File: config.mk
export PLATFORM = sky130hd
export DESIGN_NAME = tsc_front
export DESIGN_NICKNAME = d
export VERILOG_FILES = /design/src/rtl/core/tsc_pkg.sv /design/src/rtl/core/tsc_front.sv
export SDC_FILE = /design/constraint.sdc
export NUM_CORES = 1
export LEC_CHECK = 0
export BUFFER_PORTS_ARGS = -buffer_cell sky130_fd_sc_hd__buf_2
export CAP_MARGIN = 20
export CORE_MARGIN = 1
export CORE_UTILIZATION = 52
export DETAILED_ROUTE_END_ITERATION = 8
export PLACE_DENSITY = 0.81
export SYNTH_ARGS = -nofsm -noshare
export SYNTH_HDL_FRONTEND = slang
export SYNTH_SLANG_ARGS = --single-unit
File: constraint.sdc
create_clock -name clk -period 5.3 [get_ports clk]
set_input_delay 0.53 -clock clk [delete_from_list [all_inputs] [get_ports clk]]
set_output_delay 0.53 -clock clk [all_outputs]
set_load 0.05 [all_outputs]
File: src/rtl/core/tsc_pkg.sv
// Shared types and constants for the timestamp clip selector.
`timescale 1ns / 1ps

package tsc_pkg;

    localparam int TIME_BITS   = 48;
    localparam int TAG_BITS    = 16;
    localparam int POS_BITS    = 5;
    localparam int STAT_BITS   = 2;
    localparam int CFG_DATA_BITS = 20;
    // Targets and gaps: a timestamp plus the widest clip offset, with a sign bit.
    localparam int TW          = TIME_BITS + 27;
    localparam logic [63:0] GAP_START = 64'd10000000000;
    localparam int QUEUE_DEPTH = 2;

    localparam logic [1:0] CFG_HISTORY_LIMIT = 2'd0;
    localparam logic [1:0] CFG_CLIP_LENGTH   = 2'd1;
    localparam logic [1:0] CFG_FRAME_STRIDE  = 2'd2;
    localparam logic [1:0] CFG_MATCH_MARGIN  = 2'd3;

    localparam logic [STAT_BITS-1:0] STATUS_OK        = 2'd0;
    localparam logic [STAT_BITS-1:0] STATUS_EMPTY     = 2'd1;
    localparam logic [STAT_BITS-1:0] STATUS_UNMATCHED = 2'd2;

    typedef enum logic
    {
        CMD_PUSH  = 1'b0,
        CMD_QUERY = 1'b1
    } cmd_kind_t;

    typedef struct packed
    {
        logic                 req_type;
        logic [TIME_BITS-1:0] timestamp;
        logic [TAG_BITS-1:0]  payload_tag;
    } req_t;

    typedef struct packed
    {
        logic [TAG_BITS-1:0]  payload_tag_res;
        logic [POS_BITS-1:0]  clip_position;
        logic [STAT_BITS-1:0] status;
        logic                 last;
    } res_t;

    typedef struct packed
    {
        cmd_kind_t            kind;
        logic [TIME_BITS-1:0] ts;
        logic [TAG_BITS-1:0]  tag;
    } cmd_t;

    typedef struct packed
    {
        logic valid;
        cmd_t cmd;
    } q_head_t;

    typedef struct packed
    {
        logic [5:0]  history_limit;
        logic [5:0]  clip_length;
        logic [19:0] frame_stride;
        logic [19:0] match_margin;
    } cfg_t;

    typedef enum logic [3:0]
    {
        ST_IDLE,
        ST_PUSH,
        ST_SCAN_ADDR,
        ST_SCAN_CMP,
        ST_EMIT_ADDR,
        ST_EMIT_TAG,
        ST_EMIT_OUT,
        ST_FAIL
    } state_t;

endpackage

File: src/rtl/core/tsc_front.sv
// Front end: takes request words, classifies them and queues them for the back end.
`timescale 1ns / 1ps

module tsc_front
    import tsc_pkg::*;
(
    input  logic    clk,
    input  logic    rst_n,
    input  logic    start,
    input  req_t    req,
    output logic    busy,
    output q_head_t head,
    input  logic    pop
);

    localparam int QAW = $clog2(QUEUE_DEPTH);

    cmd_t             q_mem [QUEUE_DEPTH];
    logic [QAW-1:0]   wr_ptr_reg, wr_ptr_next;
    logic [QAW-1:0]   rd_ptr_reg, rd_ptr_next;
    logic [QAW:0]     count_reg, count_next;
    logic             push_en;
    logic             pop_en;
    cmd_t             cmd_in;

    assign busy    = (count_reg == (QAW+1)'(QUEUE_DEPTH));
    assign push_en = start && !busy;
    assign pop_en  = pop && (count_reg != '0);

    always_comb
    begin
        cmd_in.kind = req.req_type ? CMD_QUERY : CMD_PUSH;
        cmd_in.ts   = req.timestamp;
        cmd_in.tag  = req.payload_tag;
    end

    always_comb
    begin
        wr_ptr_next = push_en ? wr_ptr_reg + 1'b1 : wr_ptr_reg;
        rd_ptr_next = pop_en ? rd_ptr_reg + 1'b1 : rd_ptr_reg;
        count_next  = count_reg;
        if (push_en && !pop_en)
        begin
            count_next = count_reg + 1'b1;
        end
        else if (pop_en && !push_en)
        begin
            count_next = count_reg - 1'b1;
        end
    end

    always_ff @(posedge clk or negedge rst_n)
    begin
        if (!rst_n)
        begin
            wr_ptr_reg <= '0;
            rd_ptr_reg <= '0;
            count_reg  <= '0;
        end
        else
        begin
            wr_ptr_reg <= wr_ptr_next;
            rd_ptr_reg <= rd_ptr_next;
            count_reg  <= count_next;
        end
    end

    always_ff @(posedge clk)
    begin
        if (push_en)
        begin
            q_mem[wr_ptr_reg] <= cmd_in;
        end
    end

    always_comb
    begin
        head.valid = (count_reg != '0);
        head.cmd   = q_mem[rd_ptr_reg];
    end

endmodule

==> key figures <==
GRT
  • Via count of the first global-routing pass: 2560
  • Gr usage total: 16.71%
  • First-pass GRT wire length: 12230 um
  • Largest net degree at the start of global routing: 66
  • Initial antenna violation count: 1
  • GRT Residual Overflow: 0

Critical path
  • WP data arrival: 2.48 ns
  • Worst Setup Path Type: flop to output port
  • FF-to-FF Start: count_reg[0]
  • Req. time, crit path: 4.77 ns
  • Startpoint Class: flop
  • Worst path max stage delay: 0.84 ns
  • Worst path bufs/invs: 2
  • Highest-delay cell along the critical path: dfrtp_4
  • Critical path endpoint category: output port
  • CP top delay family: flip-flops
  • Max Fanout on Critical Path: 39
  • CP startpoint: rd_ptr_reg
  • Critical path, cell by cell: buf_4 -> mux2_2 -> buf_2

STA
  • Relative slew slack: 42.92%
  • Least-Margin Pin Slew: 0.8562 ns
  • Tmin final: 3.009 ns
  • Final hold vios: 0
  • Setup Skew: 0.006228 ns
  • Setup TNS: 0 ns
  • Fmax: 332.4 MHz
  • Slew Viols, Final: 0
  • Fin crit share: 56.77%
  • RSZ-0062 raised after global routing: no
  • Final setup viols: 0

Finish
  • Max FFs per register: 130
  • Diodes inserted: 0
  • Nets: 442
  • Layout cells sized above 1: 61.30%
  • Synth-to-layout area growth: 28.07%
  • Layout Cells excl Fill: 514

Clock network
  • CTS tree: built
  • Clock Tree Root: clkbuf_8
  • Clk_lat worst skew: 0.49 ns
  • Longest Clk Path Bufs: 2
  • Clock-pin transition on the worst setup and hold timing paths: 0.06 ns
  • # resized after CTS: 0
  • Post-CTS Hold Fix Bufs: 1
  • H-tree levels: 4
  • Sink Count: 134
  • CTS Buf Count: 17
  • Postcts setup bufs: 0

Placed design
  • Dpl hpwl: 5191 um
  • Placed cells: 481
  • Port-buffer cells: 135
  • Routability-driven placement congestion ratio: 0.6421

Logic synthesis
  • Post-synthesis register bit count: 134
  • Ys Warns: 0
  • Count of mapped cells out of synthesis: 221
  • Post-Syn Area: 5050 um2
  • Largest area contributor in the netlist: edfxtp_1
  • Synth area leaders: edfxtp_1 (77%), mux2_4 (12%), mux2_2 (5.6%)
  • Synth top area share: 77.30%
  • Synth unique cells: 15
  • Sequential element share of the synthesized area: 79.29%
  • Net count after synthesis: 291
  • Mean Syn Cell Area: 22.85 um2

Outcome
  • Status: completed

Worst hold path
  • Hold Path Class: input port to flop
  • Min-delay src: req[45]

Floorplan
  • I/O pin total: 136
  • Initial Util: 54.14%
  • Die area: 10110 um2
  • Area of the core: 9328 um2
  • Die width: 100.5 um
  • Die height: 100.5 um
  • Rows: 35

Routing
  • Iter 0 DRT Violations: 80
  • Vias/cell: 4.965
  • WL/cell: 16.07 um
  • Final WL: 8261 um
  • DRC viols: 0
  • Iteration count of the initial detailed-routing pass: 6
  • Routed Antenna Nets: 0
  • Via Count: 2552

Power
  • Pleak: 0.002579 uW
  • Pwr Density: 690.3 nW/um2
  • Peak supply drop: 462.2 uV

Run
  • Max_cap viols: 0
[worst paths after layout]
kind | endpoint | slack (ns) | depth (start not counted)
min in group asynchronous | wr_ptr_reg | 0.39 | 2
min reg2reg | count_reg[1] | 0.50 | 1
max | head[64] | 2.29 | 3
min | q_mem[0][45] | 0.22 | 1
max reg2reg | q_mem[0][0] | 3.09 | 4
max in group asynchronous | rd_ptr_reg | 4.77 | 2
[cells in the final DEF, fill, tap and decap left out]
master / Yosys / routed
clkbuf_1: 0 / 2
ha_1: 1 / 1
edfxtp_1: 130 / 130
nor2_4: 0 / 1
clkinv_4: 0 / 2
bufinv_16: 0 / 4
nor2_1: 2 / 1
nand2_1: 2 / 2
clkbuf_8: 0 / 1
mux2_2: 25 / 25
clkbuf_16: 0 / 16
buf_4: 0 / 3
mux2_4: 40 / 40
xnor2_1: 3 / 3
buf_2: 2 / 135
nand2b_1: 1 / 1
or2_2: 1 / 1
clkinvlp_4: 0 / 2
xor2_1: 2 / 2
inv_6: 0 / 1
dfrtp_4: 0 / 1
clkinv_1: 0 / 1
dlygate4sd3_1: 0 / 1
inv_1: 2 / 2
and3_2: 0 / 1
clkinv_2: 0 / 3
dfrtp_1: 4 / 3
[stage by stage]
| stage | setup slack (ns) | area [um2] | hold WS [ns] | total power (uW) | util [%] |
|---|---|---|---|---|---|
| final | 2.291 | 6467 | 0.2171 | 4465 | 69.34 |
| after floorplan | 1.471 | 5050 | 0.2344 | 3033 | - |
| after global placement | 2.791 | 5856 | 0.3382 | 3305 | 62.78 |
| after CTS | 2.209 | 6467 | 0.1920 | 4511 | 69.34 |
| after global routing | 2.151 | 6467 | 0.1873 | 4634 | 69.34 |
| after detailed placement | 2.764 | 5856 | 0.3407 | 3337 | 62.78 |
[synthesized netlist by cell type]
library cell  count
mux2_2           25
dfrtp_1           4
or2_2             1
edfxtp_1        130
mux2_4           40
buf_2             2
xnor2_1           3
buf_6             5
nand2_1           2
xor2_1            2
inv_1             2
nor2_1            2
ha_1              1
nand2b_1          1
and3_1            1
[report_power, final]
| part | switching, uW | internal [uW] | total [uW] |
|---|---|---|---|
| sequential | 133 | 1460 | 1590 |
| clock | 403 | 762 | 1170 |
| combinational | 1180 | 529 | 1710 |
| total | 1720 | 2750 | 4460 |
[kinds of logic after synthesis]
| logic type | after synthesis | synth area share [%] |
|---|---|---|
| AND/OR/NAND/NOR | 7 | 0.6693 |
| adder cells (fa/ha/maj) | 1 | 0.2477 |
| multiplexers | 65 | 17.47 |
| XOR/XNOR | 5 | 0.8674 |
| flip-flops | 134 | 79.29 |
| buffers and inverters | 9 | 1.462 |
[routing by layer]
layer / track usage (%) / vias to the layer above / part of all wire [%]
met4: 8.138 / 2 / 1.3
met2: 27.71 / 106 / 52
li1: - / 1179 / -
met1: 19.39 / 1251 / 40
met5: 0 / - / 0.16
met3: 5.964 / 14 / 7.0
[area by class of cell]
cell class,instances,area [um2]
fillers,613,2860
clock inverters,13,180.2
inverters,2,7.507
multi-input cells,78,980.9
flip-flops and latches,134,4008
well taps,129,161.4
repair buffers,139,708.2
clock buffers,19,421.7
(Power assumes the default switching activity.)
